`src/rtl/ppcl_pkg.sv`:
```
// shared constants, codes and address helper for the paged priority code list
package ppcl_pkg;

  localparam int PAGES      = 4;
  localparam int CHANNELS   = 2;
  localparam int PAGE_SLOTS = 6;
  localparam int SLOTS      = PAGES * PAGE_SLOTS;
  localparam int WORDS      = CHANNELS * SLOTS;
  localparam int CODE_W     = 8;
  localparam int ADDR_W     = $clog2(WORDS);
  localparam int SLOT_W     = $clog2(SLOTS);
  localparam int STEP_W     = $clog2(SLOTS + 2);
  localparam int PAGE_W     = $clog2(PAGES);
  localparam int CH_W       = (CHANNELS > 1) ? $clog2(CHANNELS) : 1;

  typedef enum logic [2:0] {
    ACT_APPEND = 3'd0,
    ACT_INSERT = 3'd1,
    ACT_REMOVE = 3'd2,
    ACT_CLEAR  = 3'd3,
    ACT_SEND   = 3'd4
  } action_e;

  typedef enum logic [2:0] {
    STAT_DONE       = 3'd0,
    STAT_PRESENT    = 3'd1,
    STAT_NOT_FOUND  = 3'd2,
    STAT_FULL       = 3'd3,
    STAT_EMPTY_CODE = 3'd4
  } status_e;

  function automatic logic [ADDR_W-1:0] slot_addr(input logic ch,
                                                  input logic [SLOT_W-1:0] idx);
    return ADDR_W'(ch) * ADDR_W'(SLOTS) + ADDR_W'(idx);
  endfunction

endpackage

```
`src/rtl/paged_priority_code_list.sv`:
```
// Paged priority code list: per-channel code lists walked slot by slot by a small sequencer.
// Append, insert and remove that change the list scan it and then rewrite it; refused ones only scan,
// and an empty code or unknown action goes straight to the result; clear all runs the rewrite pass only;
// send page reads a page from the snapshot, taken first on page 0; one slot per cycle on one port.
// One item at a time: the next input is taken once the result sits in the output register.
// Reset (async, active low) empties all lists through per-entry valid bits and zeroes counters.
module paged_priority_code_list (
  input  logic                      clk_i,
  input  logic                      rst_ni,
  input  logic                      in_valid_i,
  output logic                      in_stall_o,
  input  logic [2:0]                action_i,
  input  logic                      channel_i,
  input  logic [ppcl_pkg::CODE_W-1:0] code_i,
  output logic                      out_valid_o,
  input  logic                      out_stall_i,
  output logic [2:0]                status_o,
  output logic                      page_valid_o,
  output logic [1:0]                page_number_o,
  output logic [ppcl_pkg::CODE_W-1:0] entry_one_o,
  output logic [ppcl_pkg::CODE_W-1:0] entry_two_o,
  output logic [ppcl_pkg::CODE_W-1:0] entry_three_o,
  output logic [ppcl_pkg::CODE_W-1:0] entry_four_o,
  output logic [ppcl_pkg::CODE_W-1:0] entry_five_o,
  output logic [ppcl_pkg::CODE_W-1:0] entry_six_o,
  input  logic                      cfg_valid_i,
  output logic                      cfg_ready_o,
  input  logic [ppcl_pkg::CODE_W-1:0] cfg_data_i
);
  import ppcl_pkg::*;

  typedef enum logic [6:0] {
    ST_IDLE   = 7'b0000001,
    ST_SCAN   = 7'b0000010,
    ST_DECIDE = 7'b0000100,
    ST_WRITE  = 7'b0001000,
    ST_COPY   = 7'b0010000,
    ST_PAGE   = 7'b0100000,
    ST_FINISH = 7'b1000000
  } state_e;

  state_e              state_q;
  logic [STEP_W-1:0]   step_q;
  logic [PAGE_W-1:0]   send_page_q [CHANNELS];
  logic                out_valid_q;
  logic [CODE_W-1:0]   empty_q;

  logic [2:0]          action_q;
  logic                ch_q;
  logic [CODE_W-1:0]   code_q;
  status_e             status_q;
  logic                page_flag_q;
  logic [PAGE_W-1:0]   sp_q;
  logic [SLOT_W-1:0]   len_q;
  logic                len_found_q;
  logic [SLOT_W-1:0]   k_q;
  logic                k_found_q;
  logic [CODE_W-1:0]   d1_q;
  logic [CODE_W-1:0]   d2_q;
  logic [CODE_W-1:0]   pg_buf_q [PAGE_SLOTS];

  status_e             out_status_q;
  logic                out_page_valid_q;
  logic [1:0]          out_page_number_q;
  logic [CODE_W-1:0]   out_entry_q [PAGE_SLOTS];

  logic [CODE_W-1:0]   live_mem [WORDS];
  logic [WORDS-1:0]    live_vld_q;
  logic [CODE_W-1:0]   live_rd_q;
  logic                live_rd_vld_q;
  logic [CODE_W-1:0]   sh_mem [WORDS];
  logic [WORDS-1:0]    sh_vld_q;
  logic [CODE_W-1:0]   sh_rd_q;
  logic                sh_rd_vld_q;

  logic                in_xfer;
  logic                ch_ok;
  logic                out_load;
  logic                full;
  logic [CODE_W-1:0]   live_val;
  logic [CODE_W-1:0]   sh_val;
  logic [STEP_W-1:0]   j;
  logic [STEP_W-1:0]   len_ext;
  logic [STEP_W-1:0]   k_ext;
  logic [SLOT_W-1:0]   rd_idx;
  logic [SLOT_W-1:0]   pg_off;
  logic [SLOT_W-1:0]   pg_idx;
  logic                live_we;
  logic [ADDR_W-1:0]   live_waddr;
  logic [ADDR_W-1:0]   live_raddr;
  logic [CODE_W-1:0]   wr_val;
  logic                sh_we;
  logic [ADDR_W-1:0]   sh_waddr;
  logic [ADDR_W-1:0]   sh_raddr;
  logic [PAGE_W-1:0]   next_sp;

  assign cfg_ready_o = 1'b1;
  assign in_stall_o  = (state_q != ST_IDLE);
  assign in_xfer     = in_valid_i && !in_stall_o;
  assign ch_ok       = (32'(channel_i) < CHANNELS);
  assign out_load    = (state_q == ST_FINISH) && (!out_valid_q || !out_stall_i);
  assign full        = (len_q == SLOT_W'(SLOTS - 1));

  assign live_val = live_rd_vld_q ? live_rd_q : '0;
  assign sh_val   = sh_rd_vld_q ? sh_rd_q : '0;

  assign j       = step_q - STEP_W'(2);
  assign len_ext = STEP_W'(len_q);
  assign k_ext   = STEP_W'(k_q);
  assign rd_idx  = (step_q < STEP_W'(SLOTS)) ? SLOT_W'(step_q) : '0;
  assign pg_off  = (step_q < STEP_W'(PAGE_SLOTS)) ? SLOT_W'(step_q) : '0;
  assign pg_idx  = SLOT_W'(sp_q) * SLOT_W'(PAGE_SLOTS) + pg_off;

  assign live_we    = (state_q == ST_WRITE) && (step_q >= STEP_W'(2));
  assign live_waddr = slot_addr(ch_q, SLOT_W'(j));
  assign live_raddr = slot_addr(ch_q, rd_idx);
  assign sh_we      = (state_q == ST_COPY) && (step_q != '0);
  assign sh_waddr   = slot_addr(ch_q, SLOT_W'(step_q - STEP_W'(1)));
  assign sh_raddr   = slot_addr(ch_q, pg_idx);

  assign next_sp = ((sp_q == PAGE_W'(PAGES - 1)) || (sh_val == empty_q)) ?
                   '0 : PAGE_W'(sp_q + PAGE_W'(1));

  // new value of slot j during the rewrite pass
  always_comb begin
    wr_val = empty_q;
    case (action_e'(action_q))
      ACT_APPEND: begin
        if (j < len_ext) begin
          wr_val = d1_q;
        end else if (j == len_ext) begin
          wr_val = code_q;
        end
      end
      ACT_INSERT: begin
        if (j == '0) begin
          wr_val = code_q;
        end else if (k_found_q) begin
          wr_val = (j <= k_ext) ? d2_q : d1_q;
        end else if (j <= len_ext) begin
          wr_val = d2_q;
        end
      end
      ACT_REMOVE: begin
        if (j < k_ext) begin
          wr_val = d1_q;
        end else if ((j + STEP_W'(1)) < len_ext) begin
          wr_val = live_val;
        end
      end
      default: wr_val = empty_q;
    endcase
  end

  always_ff @(posedge clk_i) begin
    if (live_we) begin
      live_mem[live_waddr] <= wr_val;
    end
    live_rd_q <= live_mem[live_raddr];
  end

  always_ff @(posedge clk_i) begin
    if (sh_we) begin
      sh_mem[sh_waddr] <= live_val;
    end
    sh_rd_q <= sh_mem[sh_raddr];
  end

  always_ff @(posedge clk_i or negedge rst_ni) begin
    if (!rst_ni) begin
      live_vld_q    <= '0;
      live_rd_vld_q <= 1'b0;
      sh_vld_q      <= '0;
      sh_rd_vld_q   <= 1'b0;
    end else begin
      if (live_we) begin
        live_vld_q[live_waddr] <= 1'b1;
      end
      if (sh_we) begin
        sh_vld_q[sh_waddr] <= 1'b1;
      end
      live_rd_vld_q <= live_vld_q[live_raddr];
      sh_rd_vld_q   <= sh_vld_q[sh_raddr];
    end
  end

  // sequencer
  always_ff @(posedge clk_i or negedge rst_ni) begin
    if (!rst_ni) begin
      state_q     <= ST_IDLE;
      step_q      <= '0;
      out_valid_q <= 1'b0;
      empty_q     <= '0;
      for (int c = 0; c < CHANNELS; c++) begin
        send_page_q[c] <= '0;
      end
    end else begin
      if (cfg_valid_i && cfg_ready_o) begin
        empty_q <= cfg_data_i;
      end
      out_valid_q <= out_load || (out_valid_q && out_stall_i);
      case (state_q)
        ST_IDLE: begin
          step_q <= '0;
          if (in_xfer) begin
            if (!ch_ok || (action_i > ACT_SEND)) begin
              state_q <= ST_FINISH;
            end else if ((action_i <= ACT_REMOVE) && (code_i == empty_q)) begin
              state_q <= ST_FINISH;
            end else if (action_i == ACT_CLEAR) begin
              state_q <= ST_WRITE;
            end else if (action_i == ACT_SEND) begin
              state_q <= (send_page_q[CH_W'(channel_i)] == '0) ? ST_COPY : ST_PAGE;
            end else begin
              state_q <= ST_SCAN;
            end
          end
        end
        ST_SCAN: begin
          step_q <= step_q + STEP_W'(1);
          if (step_q == STEP_W'(SLOTS - 1)) begin
            state_q <= ST_DECIDE;
          end
        end
        ST_DECIDE: begin
          step_q <= '0;
          case (action_e'(action_q))
            ACT_APPEND: state_q <= (k_found_q || full) ? ST_FINISH : ST_WRITE;
            ACT_INSERT: state_q <= (!k_found_q && full) ? ST_FINISH : ST_WRITE;
            ACT_REMOVE: state_q <= k_found_q ? ST_WRITE : ST_FINISH;
            default:    state_q <= ST_FINISH;
          endcase
        end
        ST_WRITE: begin
          step_q <= step_q + STEP_W'(1);
          if (step_q == STEP_W'(SLOTS + 1)) begin
            state_q <= ST_FINISH;
          end
        end
        ST_COPY: begin
          if (step_q == STEP_W'(SLOTS)) begin
            step_q  <= '0;
            state_q <= ST_PAGE;
          end else begin
            step_q <= step_q + STEP_W'(1);
          end
        end
        ST_PAGE: begin
          step_q <= step_q + STEP_W'(1);
          if (step_q == STEP_W'(PAGE_SLOTS)) begin
            send_page_q[CH_W'(ch_q)] <= next_sp;
            state_q                  <= ST_FINISH;
          end
        end
        ST_FINISH: begin
          if (out_load) begin
            state_q <= ST_IDLE;
          end
        end
        default: state_q <= ST_IDLE;
      endcase
    end
  end

  // working registers
  always_ff @(posedge clk_i) begin
    case (state_q)
      ST_IDLE: begin
        if (in_xfer) begin
          action_q    <= action_i;
          ch_q        <= channel_i;
          code_q      <= code_i;
          page_flag_q <= 1'b0;
          len_q       <= SLOT_W'(SLOTS - 1);
          len_found_q <= 1'b0;
          k_q         <= '0;
          k_found_q   <= 1'b0;
          sp_q        <= send_page_q[CH_W'(channel_i)];
          status_q    <= (ch_ok && (action_i <= ACT_REMOVE) && (code_i == empty_q)) ?
                         STAT_EMPTY_CODE : STAT_DONE;
        end
      end
      ST_SCAN: begin
        if ((step_q != '0) && !len_found_q) begin
          if (live_val == empty_q) begin
            len_q       <= SLOT_W'(step_q - STEP_W'(1));
            len_found_q <= 1'b1;
          end else if ((live_val == code_q) && !k_found_q) begin
            k_q       <= SLOT_W'(step_q - STEP_W'(1));
            k_found_q <= 1'b1;
          end
        end
      end
      ST_DECIDE: begin
        case (action_e'(action_q))
          ACT_APPEND, ACT_INSERT: begin
            if (k_found_q) begin
              status_q <= STAT_PRESENT;
            end else if (full) begin
              status_q <= STAT_FULL;
            end
          end
          ACT_REMOVE: begin
            if (!k_found_q) begin
              status_q <= STAT_NOT_FOUND;
            end
          end
          default: status_q <= STAT_DONE;
        endcase
      end
      ST_WRITE: begin
        d2_q <= d1_q;
        d1_q <= live_val;
      end
      ST_PAGE: begin
        if (step_q != '0) begin
          for (int i = 0; i < PAGE_SLOTS - 1; i++) begin
            pg_buf_q[i] <= pg_buf_q[i + 1];
          end
          pg_buf_q[PAGE_SLOTS - 1] <= sh_val;
        end
        if (step_q == STEP_W'(PAGE_SLOTS)) begin
          page_flag_q <= 1'b1;
        end
      end
      default: begin
        d1_q <= d1_q;
      end
    endcase
  end

  // output register
  always_ff @(posedge clk_i) begin
    if (out_load) begin
      out_status_q      <= status_q;
      out_page_valid_q  <= page_flag_q;
      out_page_number_q <= page_flag_q ? 2'(sp_q) : 2'b00;
      for (int i = 0; i < PAGE_SLOTS; i++) begin
        out_entry_q[i] <= page_flag_q ? pg_buf_q[i] : '0;
      end
    end
  end

  assign out_valid_o   = out_valid_q;
  assign status_o      = out_status_q;
  assign page_valid_o  = out_page_valid_q;
  assign page_number_o = out_page_number_q;
  assign entry_one_o   = out_entry_q[0];
  assign entry_two_o   = out_entry_q[1];
  assign entry_three_o = out_entry_q[2];
  assign entry_four_o  = out_entry_q[3];
  assign entry_five_o  = out_entry_q[4];
  assign entry_six_o   = out_entry_q[5];

endmodule
```
`config.mk`:
```
export PLATFORM = sky130hd
export DESIGN_NAME = paged_priority_code_list
export DESIGN_NICKNAME = d
export VERILOG_FILES = /design/src/rtl/ppcl_pkg.sv /design/src/rtl/paged_priority_code_list.sv
export SDC_FILE = /design/constraint.sdc
export NUM_CORES = 1
export LEC_CHECK = 0
export BUFFER_PORTS_ARGS = -buffer_cell sky130_fd_sc_hd__buf_2
export CAP_MARGIN = 0
export CELL_PAD_IN_SITES_DETAIL_PLACEMENT = 1
export CELL_PAD_IN_SITES_GLOBAL_PLACEMENT = 1
export CORE_ASPECT_RATIO = 1.1
export CORE_UTILIZATION = 30
export DETAILED_ROUTE_END_ITERATION = 6
export GPL_ROUTABILITY_DRIVEN = 0
export PLACE_DENSITY = 0.53
export SLEW_MARGIN = 20
export SYNTH_ARGS = -nofsm -noshare
export SYNTH_HDL_FRONTEND = slang
export SYNTH_SLANG_ARGS = --single-unit
```
`constraint.sdc`:
```
create_clock -name clk_i -period 14.2 [get_ports clk_i]
set_clock_uncertainty 0.05 [all_clocks]
set_input_delay 2.84 -clock clk_i [delete_from_list [all_inputs] [get_ports clk_i]]
set_output_delay 2.84 -clock clk_i [all_outputs]
set_load 0.02 [all_outputs]
```
==> impl_metrics.toml <==
[synthesis]
synth_top_area_cell = "edfxtp_1"
synthTopCellsByCount = "edfxtp_1 (916), nand2_1 (254), nor2_1 (201)"
syn_area_um2 = 43000
synthArstFlopShare_pct = 11.7
synth.distinct_cells = 85
ys.warnings.count = 0
syn_inst = 2856
synth_nets = 2923
synth_top_cell_area_share_pct = 64.0
avgSynthCellArea_um2 = 15.1
yosys_most_used_dff = "edfxtp_1"
synth_edf_count = 916
netlist_top_cells_area = "edfxtp_1 (64%), dfrtp_1 (7.1%), mux4_2 (4.0%), nand2_1 (2.2%), nor2_1 (1.8%)"
synth-seq-cells = 1055
yosysSeqAreaShare_pct = 71.9
synth_most_common_cell = "edfxtp_1"

[drt]
wl_um = 127000
wl_per_cell_um = 25.6
via_per_inst = 5.12
drt-initial-drc-count = 1845
via_count = 25400
drc = 0
dr.pass1.iters = 6
drt.antenna.violating_nets = 0

[clock_network]
post_cts_resized = 0
cts_root_buffer = "clkbuf_16"
hold_buffers = 0
clk_latency_ns = 0.75
h-tree-depth = 3
cts_buffers = 111
cts_tree = "built"
clk_path_buf_depth = 3
cts_setup_buffers = 0
cts_sinks = 1055
cts.clk_slew.worst_paths_ns = 0.07

[critical_path]
path_class = "reg2reg"
worst_setup_path_start_kind = "flip-flop"
crit_path_max_fanout = 46
required_ns = 14.75
cp-end-kind = "flip-flop"
crit_arrival_ns = 6.24

[floorplan]
dieArea_um2 = 145000
core_area_um2 = 142000
io_pins = 82
die_w_um = 363
num_rows = 145
start_util_pct = 30.3
die_height_um = 399

[sta]
tightestPinTransition_ns = 1.25
hold_viol = 0
period_share_pct = 40.1
maxSlewHeadroom_pct = 14.2
setup_violations = 0
rsz0062_at_grt = "false"
slew_viol_final = 0
max_freq_mhz = 176
period_needed_ns = 5.69
setup_tns_ns = 0
setup_ws_ns = 8.51

[global_route]
global_route.usage.met2_pct = 30.1
grt_max_degree = 56
grt_pass1_vias = 27100
antenna_found_initial = 2
busiest_layer = "met2"
grt_util_all_layers_pct = 17.5
grt-ovfl-total = 0
grt_use_met1_pct = 22.8
grt_util_met3_pct = 2.15
grt_pass1_wl_um = 188000

[power_and_ir_drop]
cellLeakagePower_nw = 16.8
worst_ir_drop_vdd_mv = 0.121
power_density_nw_per_um2 = 204

[placed_design]
io_buffers = 80
post-dp-hpwl_um = 82600
post-place-ws_ns = 8.48

[flow_run]
maxCapViolations = 0

[finish]
drive_gt1_share_pct = 17.7
final_nets = 3012
area_growth_pct = 14.5

[min_path]
hold_path.class = "reg2reg"

[status]
status = "finished, final reports clean"
-- placed cells by master, fill, tap and decap left out, drive strengths merged, types with 27 or more instances in the layout --
| cell | count |
|---|---|
| nand2 | 254 |
| mux4 | 77 |
| buf | 124 |
| nand3 | 68 |
| clkbuf | 156 |
| dfrtp | 122 |
| nor3 | 47 |
| clkinv | 47 |
| edfxtp | 916 |
| a21oi | 41 |
| or2 | 99 |
| mux2i | 64 |
| ha | 37 |
| o221ai | 41 |
| o21ai | 103 |
| a31oi | 37 |
| mux2 | 40 |
| and2 | 93 |
| a211oi | 27 |
| nor2b | 35 |
| o22ai | 47 |
| nor2 | 201 |
| inv | 38 |
-- per-layer routing --
metal	up-vias	wire length, um
met5	-	13
met4	2	3630
met3	171	4950
met2	595	63100
met1	13500	55400
li1	11100	-
-- sequential cells by signal, indices dropped and copies added, names as in the netlist, 3 cells and up --
register     flops
step_q           5
d2_q             8
status_q         3
status_o         3
live_rd_q        8
k_ext            5
live_mem       384
action_q         3
send_page_q      4
d1_q             8
sh_mem         384
out_entry_q     48
pg_buf_q        48
state_q          7
empty_q          8
len_ext          5
code_q           8
live_vld_q      48
sh_rd_q          8
sh_vld_q        48
-- where the power goes --
part           total, mW  internal [mW]  switching, mW
combinational       3.17          0.961           2.21
sequential          3.99           3.84          0.147
clock               2.87           1.62           1.25
total               10.0           6.42           3.60
-- metrics by stage --
step	total power, mW	cell area (um^2)	utilization, %	hold WS (ns)	std cells
floorplan	5.93	43000	-	0.350	2856
global placement	7.18	45600	32.1	0.369	4742
CTS	10.1	49200	34.6	0.357	4955
finish	10.0	49200	34.6	0.363	4956
detailed placement	7.25	45600	32.1	0.361	4743
global route	10.4	49200	34.6	0.351	4955
-- path summary, 6_finish.rpt --
path,from,endpoint,slack [ns],cells past startpoint
min reg2reg,pg_buf_q[5][5],pg_buf_q[4][5],0.36,0
min in group asynchronous,rst_ni,live_vld_q[37],2.08,1
max in group asynchronous,rst_ni,step_q[0],10.77,2
max,step_q[2],sh_rd_q[1],8.51,15
max reg2reg,step_q[2],sh_rd_q[1],8.51,15
min,pg_buf_q[5][5],pg_buf_q[4][5],0.36,0
-- logic make-up (layout without fill, tap and decap cells) --
logic type | count (synthesis) | count (layout) | synth area share (%)
fa+ha+maj | 42 | 42 | 1.31
mux | 181 | 181 | 6.57
buf+inv | 187 | 375 | 1.84
simple gates | 913 | 913 | 10.5
xor+xnor | 39 | 39 | 0.795
other cells | 2 | 3 | 0.0175
compound gates | 437 | 437 | 7.04
flops | 1055 | 1055 | 71.9
-- critical path, stage by stage (launching register included) --
cell	delay (ns)
dfrtp_1	0.33
buf_4	0.42
ha_1	0.37
nor3_1	0.08
and2_1	0.21
ha_4	0.17
fa_2	0.33
xor2_1	0.22
ha_2	0.85
buf_4	0.68
nor2b_1	0.84
nor3b_1	0.45
nand3_1	0.14
nand4_1	0.14
or3_1	0.17
a31oi_1	0.05
-- final cells by class --
class	count	area (um^2)
fillers	14600	92800
flip-flops and latches	1055	30900
multi-input cells	1614	11400
clock buffers	156	3060
well taps	1911	2390
repair buffers	125	747
clock inverters	56	532
inverters	38	143
diodes	1	2.50
Power figures use the tool's default switching activity.
